**src/hw/rtl/rws_isqrt.sv**
```systemverilog
// Floor integer square root, one result bit per cycle.
// Depends on nothing but its parameters.
module rws_isqrt #(
    parameter int NW = 46
) (
    input  logic          i_clk,
    input  logic          i_rst_n,
    input  logic          i_start,
    input  logic [NW-1:0] i_value,
    output logic          o_done,
    output logic [NW-1:0] o_root
);
    localparam int RW = (NW + 1) / 2;
    localparam int CW = $clog2(RW + 1);

    logic          r_busy;
    logic          r_done;
    logic [CW-1:0] r_cnt;
    logic [NW-1:0] r_x;
    logic [NW-1:0] r_res;
    logic [NW-1:0] r_bit;
    logic [NW:0]   trial;

    assign trial = {1'b0, r_res} + {1'b0, r_bit};

    always_ff @(posedge i_clk) begin
        if (!i_rst_n) begin
            r_busy <= 1'b0;
            r_done <= 1'b0;
            r_cnt  <= '0;
        end else begin
            r_done <= 1'b0;
            if (i_start) begin
                r_busy <= 1'b1;
                r_cnt  <= CW'(RW);
            end else if (r_busy) begin
                r_cnt <= r_cnt - 1'b1;
                if (r_cnt == CW'(1)) begin
                    r_busy <= 1'b0;
                    r_done <= 1'b1;
                end
            end
        end
    end

    always_ff @(posedge i_clk) begin
        if (i_start) begin
            r_x   <= i_value;
            r_res <= '0;
            r_bit <= NW'(1) << (2 * (RW - 1));
        end else if (r_busy) begin
            if ({1'b0, r_x} >= trial) begin
                r_x   <= NW'({1'b0, r_x} - trial);
                r_res <= (r_res >> 1) + r_bit;
            end else begin
                r_res <= r_res >> 1;
            end
            r_bit <= r_bit >> 2;
        end
    end

    assign o_done = r_done;
    assign o_root = r_res;
endmodule

```
**config.mk**
```make
export PLATFORM = sky130hd
export DESIGN_NAME = rws_isqrt
export DESIGN_NICKNAME = d
export VERILOG_FILES = /design/src/hw/rtl/rws_isqrt.sv
export SDC_FILE = /design/constraint.sdc
export NUM_CORES = 1
export LEC_CHECK = 0
export BUFFER_PORTS_ARGS = -buffer_cell sky130_fd_sc_hd__buf_2
export CELL_PAD_IN_SITES_DETAIL_PLACEMENT = 1
export CELL_PAD_IN_SITES_GLOBAL_PLACEMENT = 1
export CORE_AREA = 4 4 154 156
export CTS_CLUSTER_DIAMETER = 60
export DETAILED_ROUTE_END_ITERATION = 6
export DIE_AREA = 0 0 158 160
export GPL_TIMING_DRIVEN = 0
export HOLD_SLACK_MARGIN = 0.08
export PLACE_DENSITY = 0.84
export SLEW_MARGIN = 20
export SYNTH_ARGS = -nofsm -noshare
export SYNTH_HDL_FRONTEND = slang
export SYNTH_SLANG_ARGS = --single-unit
export TNS_END_PERCENT = 30
```
**constraint.sdc**
```tcl
create_clock -name i_clk -period 11.9 [get_ports i_clk]
set_clock_uncertainty 0.2 [all_clocks]
set_input_delay 2.38 -clock i_clk [delete_from_list [all_inputs] [get_ports i_clk]]
set_output_delay 2.38 -clock i_clk [all_outputs]
set_load 0.005 [all_outputs]
```
==> flow_summary.yaml <==
synthesis:
  synth.area.top_cells: "dfxtp_1 14%, edfxtp_1 13%, ha_1 11%"
  ys_seq_elements: 122
  synth_nets: 1446
  yosysTopAreaCellShare: 0.145
  synthArstFlopShare: 0
  syn_inst: 1300
  synth_top_area_cell: "dfxtp_1"
  synth_area_mm2: 0.0105
  synth_edf_count: 46
  seq_area_frac_synth: 0.276
  yosys_warnings: 0
  synthFlopType: "dfxtp_1"
  postSynthAreaPerCell_um2: 8.10
  synth.distinct_cells: 79
global_routing:
  grt_pass1_wl_um: 58900
  top_usage_layer: "met2"
  use_met3: 0.0447
  grt_max_degree: 47
  use_met1: 0.371
  grt_pass1_vias: 11000
  use_met2: 0.496
  grt_overflow: 0
  grt.total_usage: 0.294
  antenna_found_initial: 1
power_and_ir_drop:
  p_sw_frac: 0.450
  combPwrFrac: 0.551
  p_leak_uw: 0.00476
  switchingPower_uw: 1250
  ir_drop_mv: 0.106
  internal_power_uw: 1530
  seqPwrFrac: 0.236
  pwr-share-clk: 0.212
  powerDensity_mw_per_mm2: 231
clock_tree:
  postCtsSetupRepairBufs: 0
  root_buffer: "clkbuf_16"
  clk_pin_slew_ns: 0.06
  htree_levels: 4
  cts_resized: 0
  hold_buffers: 0
  clk_latency_ns: 0.44
  cts_tree: "built"
  cts_max_path_buffers: 2
  numCtsBuffers: 17
  cts.sinks: 122
timing:
  whs_ns: 0.355
  fin_tns_setup_ns: 0
  rsz0062_at_grt: "no"
  fmax_mhz: 147
  finalHoldViolations: 0
  finalMaxSlewViolations: 0
  setup_viol: 0
  max_slew.worst_pin.slew_ns: 0.949
  min_period_ns: 6.82
  post-route-period-util: 0.573
  max_slew_margin: 0.367
route:
  avgRoutedWirePerCell_um: 22.1
  drt-total-wl_um: 37800
  vias: 10600
  drc: 0
  via_per_inst: 6.21
  first_iter_violations: 674
  drtAntennaViolNets: 0
  drt-pass1-iter-count: 5
critical_path:
  end_kind: "register"
  path_class: "register to register"
  arrival_ns: 6.97
  r2r_slack_ns: 5.08
  cp_max_fo: 10
  critPathLaunch: "o_root[2]"
  cp.required_ns: 12.05
  rr_endpoint: "o_root[30]"
  timing.rr.start: "o_root[2]"
  crit_end: "o_root[30]"
  start_kind: "register"
  ff2ff_path_depth: 24
place:
  place.port_buffers: 94
  dpl_cell_area_mm2: 0.0114
  gp_congestion: 0.924
  dpl.hpwl_um: 28300
layout:
  syn_to_final_growth_pct: 14.2
  design_area_mm2: 0.0120
  fin_nets: 1559
  nFillCells: 2802
  seq_area_mm2: 0.00290
  layout_commonest_cell: "nor2_1"
  drive_gt1_frac: 0.119
  multiInputGateArea_mm2: 0.00722
  final_core_utilization: 0.537
  final_cell_mix: "138 x nor2_1, 133 x nand2_1, 103 x a21oi_1"
die:
  start_util: 0.471
  rows: 55
  dieArea_mm2: 0.0253
  ioPinCount: 96
  die_h_um: 160
  core_mm2: 0.0224
  die_w_um: 158
status:
  status: "finished, final reports clean"
hold_path:
  hold_class: "register to register"
  holdPathStages: 1
run:
  drv_cap: 0
==> per-layer routing <==
metal / part of all wire / up-vias
met5: 0 / -
met4: 0.041 / 0
met3: 0.047 / 110
met2: 0.48 / 334
met1: 0.43 / 5178
li1: - / 5006
==> registers in the layout, indices dropped and copies added (netlist names) <==
name and count:
r_bit 23, o_done 1, o_root 46, r_cnt 5, r_busy 1, r_x 46
==> synthesized netlist by cell type (28+ instances only) <==
master and n:
nor3_1 30, dfxtp_1 76, nand2_1 133, nor2_1 138
clkbuf_1 49, mux2i_1 32, inv_1 34, a211oi_1 30
xor2_1 48, a31oi_1 28, ha_1 96, edfxtp_1 46
xnor2_1 68, o21ai_0 93, a21oi_1 103
==> critical path, stage by stage, from the launching register on <==
cell and delay (ns):
dfxtp_1 0.43, ha_1 0.40, a21oi_1 0.13, o21a_1 0.23, or4_1 0.51, a21oi_1 0.28
o21ai_1 0.18, nor2b_1 0.30, o21a_1 0.24, and2_1 0.18, o21ai_0 0.11, xor2_1 0.19
ha_1 0.38, a21oi_1 0.24, o21bai_1 0.12, a21oi_1 0.21, nor2_1 0.06, o21a_1 0.16
nor4_1 0.25, a21boi_1 0.47, or2_1 0.30, buf_6 0.19, clkbuf_1 0.60, nand4b_1 0.23
o221ai_1 0.13
==> power groups by stage <==
stage               Clock, uW  Combinational, uW  Sequential (uW)
floorplan                   0               1090              631
global placement            0               1430              658
detailed placement          0               1480              663
CTS                       591               1510              655
global route              611               1670              664
finish                    590               1530              657
==> stage by stage <==
stage	instances	power, uW	setup WS [ns]
after floorplan	1300	1720	6.03
after detailed placement	1679	2140	5.34
after CTS	1711	2760	5.23
after global routing	1712	2950	4.81
final	1712	2780	5.08
after global placement	1679	2090	4.48
==> logic make-up (layout without fill, tap and decap cells) <==
logic type,Yosys count,count (layout),share of synthesized area
adders and majority gates,97,97,0.116
buffers and inverters,99,225,0.0386
DFF,122,122,0.276
xor gates and xnor gates,116,116,0.0965
AOI/OAI and AO/OA,407,407,0.250
other,0,1,0
and+or+nand+nor,416,416,0.180
muxes,43,43,0.0422
==> how the worst min path moves through the flow <==
stage	from	endpoint
2_1_floorplan	r_bit[44]	r_bit[44]
3_3_place_gp	r_bit[0]	r_bit[0]
6_report	r_bit[44]	r_bit[44]
5_1_grt	r_bit[44]	r_bit[44]
3_5_place_dp	r_bit[44]	r_bit[44]
4_1_cts	r_bit[44]	r_bit[44]
==> cell type report <==
| type | instances | share of cell area |
|---|---|---|
| multi-input combinational | 1079 | 0.601 |
| sequential | 122 | 0.241 |
| clock buffer | 19 | 0.0396 |
| timing repair buffer | 94 | 0.0391 |
| tap | 285 | 0.0297 |
| buffer | 64 | 0.0229 |
| clock inverter | 13 | 0.0152 |
| inverter | 35 | 0.0109 |
| antenna | 1 | 0.000208 |
Power figures use the tool's default switching activity.
