### config.mk
export PLATFORM = sky130hd
export DESIGN_NAME = rws_div
export DESIGN_NICKNAME = d
export VERILOG_FILES = /design/src/hw/rtl/rws_div.sv
export SDC_FILE = /design/constraint.sdc
export NUM_CORES = 1
export LEC_CHECK = 0
export ABC_CLOCK_PERIOD_IN_PS = 4300
export BUFFER_PORTS_ARGS = -buffer_cell sky130_fd_sc_hd__buf_4
export CAP_MARGIN = 40
export CELL_PAD_IN_SITES_DETAIL_PLACEMENT = 1
export CELL_PAD_IN_SITES_GLOBAL_PLACEMENT = 2
export CORE_MARGIN = 5
export CORE_UTILIZATION = 30
export DETAILED_ROUTE_END_ITERATION = 10
export GPL_TIMING_DRIVEN = 0
export PLACE_DENSITY = 0.7
export SETUP_SLACK_MARGIN = 0.02
export SLEW_MARGIN = 20
export SYNTH_ARGS = -nofsm -noshare
export SYNTH_HDL_FRONTEND = slang
export SYNTH_SLANG_ARGS = --single-unit
### constraint.sdc
create_clock -name i_clk -period 4.3 [get_ports i_clk]
set_input_delay 0 -clock i_clk [delete_from_list [all_inputs] [get_ports i_clk]]
set_output_delay 0 -clock i_clk [all_outputs]
set_load 0.01 [all_outputs]
### src/hw/rtl/rws_div.sv
// Restoring unsigned divider, one quotient bit per cycle.
// Depends on nothing but its parameters.
module rws_div #(
    parameter int NW = 46,
    parameter int DW = 14
) (
    input  logic          i_clk,
    input  logic          i_rst_n,
    input  logic          i_start,
    input  logic [NW-1:0] i_dividend,
    input  logic [DW-1:0] i_divisor,
    output logic          o_done,
    output logic [NW-1:0] o_quot
);
    localparam int CW = $clog2(NW + 1);

    logic          r_busy;
    logic [CW-1:0] r_cnt;
    logic [NW-1:0] r_q;
    logic [DW-1:0] r_rem;
    logic [DW-1:0] r_dvs;
    logic          r_done;
    logic [DW:0]   rem_sh;
    logic          fits;

    assign rem_sh = {r_rem, r_q[NW-1]};
    assign fits   = rem_sh >= {1'b0, r_dvs};

    always_ff @(posedge i_clk) begin
        if (!i_rst_n) begin
            r_busy <= 1'b0;
            r_done <= 1'b0;
            r_cnt  <= '0;
        end else begin
            r_done <= 1'b0;
            if (i_start) begin
                r_busy <= 1'b1;
                r_cnt  <= CW'(NW);
            end else if (r_busy) begin
                r_cnt <= r_cnt - 1'b1;
                if (r_cnt == CW'(1)) begin
                    r_busy <= 1'b0;
                    r_done <= 1'b1;
                end
            end
        end
    end

    always_ff @(posedge i_clk) begin
        if (i_start) begin
            r_q   <= i_dividend;
            r_rem <= '0;
            r_dvs <= i_divisor;
        end else if (r_busy) begin
            r_q   <= {r_q[NW-2:0], fits};
            r_rem <= fits ? DW'(rem_sh - {1'b0, r_dvs}) : DW'(rem_sh);
        end
    end

    assign o_done = r_done;
    assign o_quot = r_q;
endmodule

==> reports/results.tsv, run 1 <==
stage	metric	value	unit
run_status	status	completed	
worst_setup_path	reg2reg path depth	9	
power_and_ir_drop	total power	2230	µW
floorplanning	die span in x	127	µm
clock_network	CTS root buf	clkbuf_16	
worst_setup_path	Worst EP required	4540	ps
floorplanning	I/O pins	110	
worst_setup_path	Arr. time, crit path	2670	ps
yosys	Area contributors post-synth	edfxtp_1 44%, mux2_2 13%, dfxtp_1 11%	
worst_setup_path	crit-path cells	inv_1 -> ha_1 -> o211ai_1 -> a21oi_1 -> o211ai_2 -> nand3_1 -> buf_2 -> nor3_1 -> a311oi_1	
yosys	Avg Inst Size Synth	12.4	µm²
clock_network	Setup Fix Bufs, Post-CTS	0	
global_routing	initial antenna violation count	0	
route	DR vias	3251	
worst_hold_path	worst hold path type	input port to register	
power_and_ir_drop	Power per Cell Area	369	nW/µm²
yosys	Most used DFF post-synth	edfxtp_1	
yosys	count leader, synth	edfxtp_1	
yosys	syn nets	411	
clock_network	Hold-fix buffers, CTS	61	
worst_hold_path	Hold Path Stages	1	
yosys	post-synth top area share	43.9	%
route	Routed WL	11800	µm
timing	Slew headroom	56.8	%
timing	Setup Viol. Count Final	0	
timing	Final Hold Viols	0	
worst_setup_path	Crit Path Category	register to register	
global_routing	gr ovfl total	0	
finish	P&R area growth vs syn	47.6	%
route	initial drt markers	141	
route	post-route ant nets	0	
worst_setup_path	maximum fanout along the worst path	10	
finish	Final nets	593	
yosys	Synth area leader	edfxtp_1	
yosys	Post-synth EDFFs	60	
global_routing	GR Util All Layers	15.6	%
finish	multi-input logic area	1700	µm²
place	post-detail-place hpwl	8350	µm
floorplanning	Die Y	127	µm
clock_network	CTS sink cnt	82	
timing	Fmax	0.411	GHz
floorplanning	core footprint	13300	µm²
timing	RSZ-0062 raised after global routing	no	
clock_network	post-cts sizing count	0	
worst_setup_path	CP Launch Type	register	
finish	# diodes	0	
timing	clock skew	9.57	ps
timing	Fin Setup TNS	0	ps
timing	final count of pins violating max slew	0	
route	post-DR vias/cell	4.69	
clock_network	clock transition at the registers of the reported paths	70	ps
route	drt pass-1 iters	4	
yosys	Async SR Flop Fraction	0	%
yosys	Seq cells post-synth	82	
global_routing	vias in the first global route	3731	
yosys	Mapped Cells	330	
clock_network	CTS tree	built	
worst_setup_path	Crit-path slowest cell	a21oi_1	
timing	final critical-path share of the clock period	56.6	%
finish	fillers	1442	
clock_network	Clock Path Buffers	2	
floorplanning	std cell rows	42	
clock_network	H-tree Lvls	3	
floorplanning	die area	16100	µm²
route	DRC viols	0	
yosys	Synth cell types	52	
clock_network	cts bufs inserted	9	
job	# Max-Cap Violations	0	
yosys	warnings from Yosys	0	
global_routing	pin count of the biggest net entering global routing	30	
place	IO buf count	109	
worst_setup_path	CP max stage delay	400	ps
floorplanning	Initial Utilization	30.7	%
timing	Tightest Pin Transition	648	ps
yosys	sequential area share after synthesis	54.7	%
route	Avg WL per Cell	17.0	µm
worst_setup_path	Worst Setup End Kind	register	
place	Final Wtd Congestion	0.754	
power_and_ir_drop	Lkg Pwr	0.00250	µW
finish	layout cells sized above 1	35.2	%
yosys	Commonest cells post-synth	60 x edfxtp_1, 46 x mux2_2, 29 x nand2_1	
power_and_ir_drop	worst vdd ir	236	µV
timing	Min Clock Period, post-route	2440	ps
global_routing	first-pass GRT wire length	19600	µm
finish	sequential cell area	2240	µm²
yosys	mapped cell area	4100	µm²
clock_network	clock latency on the worst-skew pair	340	ps
metrics by stage:
step	utilization, %	instance area (µm²)	setup slack [ps]	instances	hold WS [ps]
6_report	45.3	6050	1860	693	37.6
5_1_grt	45.3	6050	1650	693	30.1
4_1_cts	45.3	6050	1830	693	30.7
3_5_place_dp	38.7	5160	1830	616	180
3_3_place_gp	38.5	5140	1150	615	178
2_1_floorplan	-	4100	2080	330	98.9
logic make-up after synthesis:
kind of cell / synth area share, %
xor gates and xnor gates: 3.20
DFF: 54.7
adders and majority gates: 5.68
muxes: 12.9
and+or+nand+nor: 8.36
buffers and inverters: 3.91
AOI/OAI and AO/OA: 11.3
registers in the layout, indices dropped and copies added, names as in the netlist:
register,flops
r_cnt,6
r_dvs,14
r_busy,1
o_done,1
o_quot,46
r_rem,14
cells in the final DEF, fill, tap and decap left out, types with 6 or more instances in the layout:
cell,instances
nor2_1,12
dlygate4sd3_1,61
a21oi_1,15
dfxtp_1,22
clkbuf_1,8
o21ai_0,6
mux2_2,46
edfxtp_1,60
nor3_1,7
clkbuf_16,9
xnor2_1,10
buf_4,109
ha_1,17
inv_1,20
nand2_1,28
layout make-up:
cell class,instances,area share (%)
sequential,82,37.0
multi-input combinational,212,28.1
timing repair buffer,171,23.9
clock buffer,9,3.72
tap,176,3.64
buffer,15,1.34
inverter,21,1.30
clock inverter,7,0.910
routing by layer:
layer	share of wire (%)	wire, µm	GRT usage (%)	up-vias
li1	-	-	-	1595
met1	41	4830	17.6	1563
met2	50	5940	27.3	84
met3	7.3	864	6.31	9
met4	1.2	137	3.79	0
met5	0	0	0	-
worst max-delay path, delay by kind of cell (launching register included):
| kind | cells | cell delay [ps] |
|---|---|---|
| AOI/OAI and AO/OA | 4 | 990 |
| and+or+nand+nor | 2 | 290 |
| buffers and inverters | 2 | 330 |
| adders and majority gates | 1 | 390 |
| DFF | 1 | 330 |
power by group:
part	internal (µW)	switching (µW)	total (µW)
clock	400	349	749
sequential	938	45.1	983
combinational	262	237	499
total	1600	631	2230
path summary, 6_finish.rpt:
check / start / endpoint / slack (ps)
min reg2reg: r_cnt[0] / r_cnt[0] / 500
max reg2reg: r_dvs[2] / r_rem[13] / 1860
max: r_dvs[2] / r_rem[13] / 1860
min: i_start / r_dvs[6] / 40
(Power assumes the default switching activity.)
==> run 2, diff against run 1 <==
ABC_CLOCK_PERIOD_IN_PS = 2000   (was 4300)
PLACE_DENSITY = 0.73   (was 0.7)
clock period = 2 ns   (was 4.3 ns; I/O delays follow)
==> run 2 against run 1 <==
Net effect: the flow now finishes with violations (negative setup slack); cell count is 2.6% higher; global-route usage is 0.56 points higher; maximum frequency is 9.2% higher; sequential cell count stayed put; first-iteration DRC count is 46% lower; critical endpoint is now o_quot[0]; largest power group unchanged.
==> reports/results.tsv, run 2 (synthesis results as in run 1) <==
stage	metric	value	unit
run_status	status	finished with violations	
run_status	failing checks	negative setup slack	
worst_setup_path	CP Launch Type	register	
floorplanning	core footprint	13300	µm²
route	Avg WL per Cell	17.9	µm
floorplanning	die area	16100	µm²
place	placement-stage cell area	5210	µm²
worst_setup_path	Arr. time, crit path	2340	ps
floorplanning	Die Y	127	µm
finish	most frequent cells in the layout	125 x buf_4, 61 x dlygate4sd3_1, 60 x edfxtp_1	
clock_network	cts bufs inserted	9	
finish	P&R area growth vs syn	57.4	%
power_and_ir_drop	Power per Cell Area	785	nW/µm²
worst_setup_path	Worst EP required	2110	ps
timing	final count of pins violating max slew	0	
route	initial drt markers	76	
finish	Largest register FFs	46	
global_routing	pin count of the biggest net entering global routing	31	
timing	Fin Setup TNS	-2400	ps
finish	final core utilization	48.4	%
timing	Fmax	0.448	GHz
clock_network	CTS tree	built	
timing	Min Clock Period, post-route	2230	ps
worst_setup_path	Worst Setup End Kind	register	
place	Final Wtd Congestion	0.772	
power_and_ir_drop	worst vdd ir	471	µV
floorplanning	std cell rows	42	
timing	Setup Viol. Count Final	15	
clock_network	clock latency on the worst-skew pair	350	ps
timing	final critical-path share of the clock period	111	%
worst_setup_path	maximum fanout along the worst path	5	
route	drt pass-1 iters	4	
timing	Final Hold Viols	0	
floorplanning	die span in x	127	µm
finish	post-route cell area	6450	µm²
clock_network	clock transition at the registers of the reported paths	70	ps
finish	commonest non-fill, non-tap cell in the layout	buf_4	
route	post-route ant nets	0	
finish	Final nets	612	
global_routing	gr ovfl total	0	
clock_network	H-tree Lvls	3	
global_routing	GR Util All Layers	16.1	%
clock_network	CTS root buf	clkbuf_16	
route	post-DR vias/cell	4.77	
global_routing	first-pass GRT wire length	20200	µm
worst_setup_path	Crit Path Category	register to register	
floorplanning	Initial Utilization	30.7	%
timing	clock skew	10.3	ps
route	DRC viols	0	
timing	Slew headroom	50.9	%
timing	final worst slack	-230	ps
route	DR vias	3395	
timing	Tightest Pin Transition	737	ps
job	# Max-Cap Violations	0	
global_routing	vias in the first global route	3826	
route	Routed WL	12700	µm
place	IO buf count	109	
power_and_ir_drop	Lkg Pwr	0.00264	µW
finish	layout cells sized above 1	44.5	%
clock_network	Clock Path Buffers	2	
timing	RSZ-0062 raised after global routing	yes	
floorplanning	I/O pins	110	
finish	Final Non-Filler Cells	711	
power_and_ir_drop	total power	5070	µW
place	post-detail-place hpwl	8570	µm
clock_network	CTS sink cnt	82	
worst_hold_path	worst hold path type	input port to register	
place	# placed instances	616	
global_routing	initial antenna violation count	0	
finish	# diodes	0	
## run 2: cell count changes in the layout (fill, tap and decap cells not counted), sizes merged
cell / before / now
inv: 25 / 20
bufinv: 0 / 1
clkinvlp: 1 / 3
buf: 117 / 137
## run 2: worst paths after layout
kind | start | endpoint | slack [ps] | cells past startpoint
worst max-delay path | r_dvs[4] | o_quot[0] | -230 | 9
worst min-delay path | i_start | r_dvs[8] | 30 | 1
worst max register to register | r_dvs[4] | o_quot[0] | -230 | 9
worst min register to register | r_cnt[0] | r_cnt[0] | 520 | 2
## run 2: cell type report
type                       count  area (µm²)
timing repair buffer         192        1640
sequential                    82        2240
clock inverter                 5        56.3
buffer                        13        73.8
multi-input combinational    212        1920
tap                          176         220
clock buffer                  10         229
inverter                      21        78.8
fill                        1440        6890
## run 2: worst max-delay path, stage by stage, from the launching register on
cell	delay [ps]
edfxtp_1	380
inv_2	80
ha_4	190
a21o_1	160
a211o_1	340
o211ai_2	220
buf_4	150
nand3_4	70
buf_6	140
mux2_4	250
## run 2: repair_timing
action,in CTS,in global routing
setup buffers,13,7
endpoints found under the setup margin,45,61
hold buffers,61,0
resized for setup,15,32
hold endpoints to repair,68,0
cloned,1,1
pin swaps,10,22
## run 2: through the flow
| step | hold WS, ps | setup slack [ps] |
|---|---|---|
| final | 30.2 | -230 |
| after global routing | 23.4 | -341 |
| after CTS | 21.3 | -201 |
| after detailed placement | 180 | -288 |
| after global placement | 178 | -430 |
| after floorplan | 98.9 | -13.0 |
## run 2: per-layer routing
layer / track usage (%) / wire length (µm)
met1: 17.9 / 5130
met2: 28.9 / 6650
met3: 6.35 / 808
met4: 3.97 / 144
met5: 0 / 0
## run 2: power by group
part,internal (µW),leakage [µW],switching (µW)
clock network,957,0.000128,702
registers,2020,0.000782,113
logic,690,0.00173,587
