--- config.mk ---
export PLATFORM = sky130hd
export DESIGN_NAME = rws_cell
export DESIGN_NICKNAME = d
export VERILOG_FILES = /design/src/hw/rtl/rws_pkg.sv /design/src/hw/rtl/rws_cell.sv
export SDC_FILE = /design/constraint.sdc
export NUM_CORES = 1
export LEC_CHECK = 0
export BUFFER_PORTS_ARGS = -buffer_cell sky130_fd_sc_hd__buf_2
export CORE_MARGIN = 4
export CORE_UTILIZATION = 25
export CTS_BUF_LIST = sky130_fd_sc_hd__clkbuf_16
export DETAILED_ROUTE_END_ITERATION = 12
export HOLD_SLACK_MARGIN = 0.08
export PLACE_DENSITY = 0.51
export SLEW_MARGIN = 20
export SYNTH_ARGS = -nofsm -noshare
export SYNTH_HDL_FRONTEND = slang
export SYNTH_SLANG_ARGS = --single-unit
--- constraint.sdc ---
create_clock -name i_clk -period 1.87 [get_ports i_clk]
set_input_delay 0.374 -clock i_clk [delete_from_list [all_inputs] [get_ports i_clk]]
set_output_delay 0.374 -clock i_clk [all_outputs]
set_load 0.05 [all_outputs]
--- src/hw/rtl/rws_pkg.sv ---
// Shared constants, types and helpers of the rolling window statistics block.
// No dependencies.
package rws_pkg;

    localparam int DEF_MAX_WINDOW  = 64;
    localparam int DEF_SAMPLE_BITS = 16;

    localparam int OUT_W  = 22;
    localparam int LEN_W  = 7;
    localparam int MODE_W = 3;
    localparam int CFG_IDX_W  = 1;
    localparam int CFG_DATA_W = 7;

    localparam logic [CFG_IDX_W-1:0] REG_WINDOW_LEN = 1'd0;
    localparam logic [CFG_IDX_W-1:0] REG_STAT_MODE  = 1'd1;

    localparam logic [MODE_W-1:0] MODE_SUM  = 3'd0;
    localparam logic [MODE_W-1:0] MODE_MEAN = 3'd1;
    localparam logic [MODE_W-1:0] MODE_STD  = 3'd2;
    localparam logic [MODE_W-1:0] MODE_MIN  = 3'd3;
    localparam logic [MODE_W-1:0] MODE_MAX  = 3'd4;

    localparam longint OUT_MAX = 64'sd2097151;
    localparam longint OUT_MIN = -64'sd2097152;

    typedef struct packed {
        logic ins;   // shift a new sample in at the head
        logic rot;   // rotate the ring one place toward the head
    } t_cell_ctl;

    function automatic logic signed [OUT_W-1:0] sat_out(input logic signed [63:0] v);
        logic signed [63:0] r;
        begin
            r = v;
            if (v > OUT_MAX) r = OUT_MAX;
            if (v < OUT_MIN) r = OUT_MIN;
            sat_out = r[OUT_W-1:0];
        end
    endfunction

endpackage

--- src/hw/rtl/rws_cell.sv ---
// One window cell: holds a sample and its null mark; shifts or rotates.
// Depends on rws_pkg.
module rws_cell #(
    parameter int SAMPLE_BITS = rws_pkg::DEF_SAMPLE_BITS
) (
    input  logic                          i_clk,
    input  rws_pkg::t_cell_ctl            i_ctl,
    input  logic signed [SAMPLE_BITS-1:0] i_prev_d,
    input  logic                          i_prev_nul,
    input  logic signed [SAMPLE_BITS-1:0] i_next_d,
    input  logic                          i_next_nul,
    output logic signed [SAMPLE_BITS-1:0] o_d,
    output logic                          o_nul
);
    logic signed [SAMPLE_BITS-1:0] r_d;
    logic                          r_nul;

    always_ff @(posedge i_clk) begin
        if (i_ctl.ins) begin
            r_d   <= i_prev_d;
            r_nul <= i_prev_nul;
        end else if (i_ctl.rot) begin
            r_d   <= i_next_d;
            r_nul <= i_next_nul;
        end
    end

    assign o_d   = r_d;
    assign o_nul = r_nul;
endmodule

==> results of run 1 <==
[metrics by stage]
step / cells / util, % / setup slack (ns) / hold WS, ns
finish: 125 / 40.00 / 0.6327 / 0.4226
detailed placement: 121 / 37.19 / 0.3829 / 0.6779
global route: 125 / 40.00 / 0.5985 / 0.4254
CTS: 125 / 40.00 / 0.6291 / 0.4225
floorplan: 37 / - / 0.4258 / 0.5915
global placement: 121 / 37.19 / 0.3971 / 0.6752
[report_power, final]
group | switching (uW) | total, uW | internal, uW
clock | 138 | 424 | 286
sequential | 10.5 | 479 | 469
combinational | 192 | 283 | 90.9
[area by class of cell]
class | count | area share, %
clock buffers | 3 | 6.579
flip-flops and latches | 17 | 44.74
clock inverters | 1 | 0.4386
repair buffers | 55 | 24.56
well taps | 31 | 3.399
multi-input cells | 18 | 20.29
[how the worst max path moves through the flow]
stage | from | end | slack [ns] | cells after the start
after floorplan | i_ctl[1] | o_d[0] | 0.43 | 3
after global placement | i_ctl[1] | o_nul | 0.40 | 3
after detailed placement | i_ctl[1] | o_d[14] | 0.38 | 3
after CTS | o_d[6] | o_d[6] | 0.63 | 1
after global routing | o_d[6] | o_d[6] | 0.60 | 1
final | o_d[6] | o_d[6] | 0.63 | 1
[layout by cell type, fill, tap and decap left out]
cell,synthesis,final
edfxtp_1,17,17
or2_1,1,1
clkinv_2,0,1
mux2_4,9,9
buf_2,0,53
buf_4,0,2
mux2_2,8,8
clkbuf_16,0,3
[layer usage]
metal / up-vias / GRT usage [%] / wire length, um
met5: - / 0 / 0
met4: 0 / 2.426 / 20
met3: 4 / 4.796 / 241
met2: 39 / 13.69 / 756
met1: 235 / 9.051 / 592
li1: 257 / - / -
[Yosys cell counts (all sizes together)]
cell type,instances
edfxtp,17
buf,2
or2,1
mux2,17
[state kept, by name, indices dropped and copies added, names as in the netlist]
signal,flops
o_d,16
o_nul,1
[kinds of logic after synthesis]
group | after synthesis | synth area share, %
multiplexers | 17 | 29.13
AND/OR/NAND/NOR | 1 | 0.8096
buffers and inverters | 2 | 4.045
flip-flops | 17 | 66.02
==> results.json, run 1 <==
{
  "status": "completed",
  "postSynthAreaPerCell_um2": 20.90,
  "drive_gt1_share_pct": 80.85,
  "syn_to_final_growth_pct": 47.57,
  "fillerInstances": 284,
  "synthCells": 37,
  "path_buf_inv": 1,
  "final_max_slew_viol_count": 0,
  "firstDrtPassIters": 2,
  "post_cts_resized": 0,
  "ctsHoldBuffers": 0,
  "portBuffers": 53,
  "antenna_found_initial": 0,
  "initial_core_util_pct": 27.11,
  "p_leak_uw": 0.0005387,
  "cts_buffers": 3,
  "grt_pass1_wl_um": 2553,
  "slew_headroom_pct": 68.78,
  "hold_depth": 2,
  "root_buffer": "clkbuf_16",
  "synth_top_cell_by_area": "edfxtp_1",
  "die_x_um": 63.62,
  "grt_setup_unrepaired": "false",
  "yosys_warnings": 0,
  "hp-class": "primary input to flip-flop",
  "overflow": 0,
  "cp_max_fo": 1,
  "h-tree-depth": 1,
  "synth_nets": 74,
  "hold_start": "i_prev_d[9]",
  "cp_top_family": "flip-flops",
  "clkSinkCount": 17,
  "totalWireLength_um": 1611,
  "clockBufferDepth": 2,
  "die_area_um2": 4047,
  "netlist_area_um2": 773.2,
  "viasPerCell": 4.280,
  "arrival_ns": 0.86,
  "tightest_slew_ns": 0.4682,
  "rows": 19,
  "clkTransAtPathRegs_ns": 0.05,
  "cp_cell_sequence": "buf_2",
  "ys_seq_area_share_pct": 66.02,
  "period_needed_ns": 1.237,
  "hpwl_um": 1287,
  "period_share_pct": 66.17,
  "cpMaxStageDelayCell": "edfxtp_1",
  "die_y_um": 63.62,
  "cts_tree": "yes",
  "core_area_um2": 2853,
  "ys_ff_latch": 17,
  "vias": 535,
  "hold_path_end": "o_d[9]",
  "critPathLaunchType": "flip-flop",
  "path_class": "flip-flop to primary output",
  "post_cts_buffers": 0,
  "postRouteAntennaNets": 0,
  "grt_max_degree": 19,
  "max_stage_delay_ns": 0.39,
  "cp-end-kind": "primary output",
  "powerDensity_nw_per_um2": 1039,
  "ys_types": 6,
  "io_pins": 54,
  "diodes": 0,
  "fin_tns_setup_ns": 0,
  "ys_top_cells_by_area": "edfxtp_1 (66%), mux2_4 (17%), mux2_2 (12%)",
  "drt_iter0_drc": 10,
  "place_area_um2": 1061,
  "finalHoldViolCount": 0,
  "regArea_um2": 510.5,
  "synth.top_cell.area_share_pct": 66.02,
  "fin_nets": 132,
  "routedWlPerCell_um": 12.89,
  "drv_cap": 0,
  "final_cell_area_um2": 1141,
  "total_power_uw": 1186,
  "track_usage_pct": 8.324,
  "setup_viol": 0,
  "peakVddDrop_uv": 315.6,
  "first_global_vias": 576,
  "worstPathRequired_ns": 1.50,
  "multi_input_area_um2": 231.5,
  "drcViolationCount": 0,
  "max_freq_mhz": 808.2,
  "gp_congestion": 0.6252
}
Power figures use the tool's default switching activity.
==> run 2, diff against run 1 <==
Settings changed: ABC_AREA from default to 1, PLACE_DENSITY 0.51 to 0.53.
Clock period 1.87 ns to 1.05 ns, I/O delays scaled along.
==> run 2 against run 1 <==
Synthesized cell count grew 97%; clock power grew 77%; non-clock buffer count is the same; setup slack lost 0.62 ns; routed wire length grew 23%.
==> results.json, run 2 <==
{
  "status": "completed",
  "ys_seq_area_share_pct": 66.13,
  "ys.flop_type": "edfxtp_1",
  "fin_util_pct": 40.88,
  "ys_types": 8,
  "gp_congestion": 0.6859,
  "max_freq_mhz": 967.4,
  "arrival_ns": 0.82,
  "ys_top_cells_by_area": "edfxtp_1 (66%), nand2_1 (22%), nand2_2 (4.1%)",
  "period_needed_ns": 1.034,
  "clockBufferDepth": 2,
  "slew_headroom_pct": 83.13,
  "synth_common_cells": "nand2_1 (46), edfxtp_1 (17), nand2_2 (5)",
  "tightest_slew_ns": 0.2531,
  "setup_viol": 0,
  "final_common_cell": "nand2_1",
  "p_leak_uw": 0.0006088,
  "h-tree-depth": 1,
  "synth_nets": 110,
  "async_reset_ff_share_pct": 0,
  "core_area_um2": 2853,
  "vias": 668,
  "period_share_pct": 98.45,
  "cts_tree": "yes",
  "hold_depth": 3,
  "hp-class": "primary input to flip-flop",
  "drt_iter0_drc": 9,
  "ys_ff_latch": 17,
  "overflow": 0,
  "grt_max_degree": 18,
  "cp-end-kind": "primary output",
  "root_buffer": "clkbuf_16",
  "hpwl_um": 1499,
  "netlist_area_um2": 772.0,
  "postSynthAreaPerCell_um2": 10.58,
  "multi_input_area_um2": 212.7,
  "synth.top_cell.area_share_pct": 66.13,
  "finalHoldViolCount": 0,
  "rows": 19,
  "worst_slack_ns": 0.01631,
  "synthCells": 73,
  "viasPerCell": 4.175,
  "first_global_vias": 685,
  "drive_gt1_share_pct": 50.39,
  "grt_setup_unrepaired": "false",
  "post_cts_buffers": 0,
  "clkSinkCount": 17,
  "totalWireLength_um": 1981,
  "postRouteAntennaNets": 0,
  "die_area_um2": 4041,
  "worstPathRequired_ns": 0.84,
  "path_buf_inv": 1,
  "synth_edf_count": 17,
  "synth_top_cell_by_area": "edfxtp_1",
  "fin_tns_setup_ns": 0,
  "drv_cap": 0,
  "final_max_slew_viol_count": 0,
  "powerDensity_nw_per_um2": 1832,
  "critPathLaunchType": "flip-flop",
  "fillerInstances": 295,
  "firstDrtPassIters": 4,
  "finalNonFillerCells": 160,
  "regArea_um2": 510.5,
  "io_pins": 54,
  "peakVddDrop_uv": 524.0,
  "syn_to_final_growth_pct": 51.05,
  "cp_num_cells": 1,
  "cp_cell_sequence": "buf_4",
  "portBuffers": 53,
  "track_usage_pct": 10.13,
  "yosysMostFrequentCell": "nand2_1",
  "placed_cells": 156,
  "clkTransAtPathRegs_ns": 0.05,
  "fin_nets": 167,
  "ctsHoldBuffers": 0,
  "largest_reg_flops": 16,
  "grt_pass1_wl_um": 3105,
  "die_y_um": 63.57,
  "max_stage_delay_ns": 0.38,
  "die_x_um": 63.57,
  "cts_buffers": 3,
  "cp_top_family": "flip-flops",
  "cp_max_fo": 1,
  "yosys_warnings": 0,
  "final_cell_mix": "nand2_1 (46), buf_2 (44), edfxtp_1 (17)",
  "antenna_found_initial": 0,
  "routedWlPerCell_um": 12.38,
  "diodes": 0,
  "path_class": "flip-flop to primary output",
  "drcViolationCount": 0,
  "cpMaxStageDelayCell": "edfxtp_1",
  "initial_core_util_pct": 27.06,
  "pre_cts_slack_ns": 0.07254
}
## run 2: cell count changes in the layout (fill, tap and decap cells not counted), moves of 3 or more
cell	before	now
buf_4	2	8
nand2_2	0	5
buf_6	0	3
mux2_2	8	0
mux2_4	9	0
nand2_1	0	46
buf_2	53	44
## run 2: worst min-delay path, cell delays in order
cell and delay [ns]:
buf_2 0.07, nand2_1 0.04, nand2_1 0.04
## run 2: metal layers
metal / vias up / wire, um / GRT usage, %
met3: 5 / 174 / 2.309
met1: 277 / 832 / 11.42
met5: - / 0 / 0
met4: 0 / 59 / 7.278
met2: 40 / 915 / 16.69
li1: 346 / - / -
## run 2: worst paths after layout
kind | end | from | slack [ns]
setup / recovery | o_d[1] | o_d[1] | 0.02
hold / removal | o_nul | i_next_nul | 0.22
## run 2: stage by stage
step           hold WS (ns)  total power [uW]  area [um^2]
2_1_floorplan        0.3828              1226        774.5
3_3_place_gp         0.4771              1367         1054
3_5_place_dp         0.4781              1372         1054
4_1_cts              0.2216              2138         1140
5_1_grt              0.2299              2216         1166
6_report             0.2223              2137         1166
## run 2: where the power goes
part	internal [uW]	total [uW]	switching, uW
sequential	835	855	19.9
clock	505	749	243
combinational	159	533	374
## run 2: repair_timing
item,4_1_cts,5_1_grt
hold endpoints to repair,0,0
gates resized for setup,3,15
setup endpoints to repair,3,7
## run 2: area by class of cell
class                           count  share of cell area (%)
Sequential cell                    17                   43.78
Timing Repair Buffer               55                   26.93
Multi-Input combinational cell     52                   18.24
Clock buffer                        3                   6.438
Tap cell                           31                   3.326
Inverter                            1                  0.9657
Clock inverter                      1                  0.3219
## run 2: cells by family (layout without fill, tap and decap cells)
family / Yosys count / count (layout) / share of synthesized area (%)
flops: 17 / 17 / 66.13
buf+inv: 4 / 60 / 6.644
simple gates: 52 / 52 / 27.23
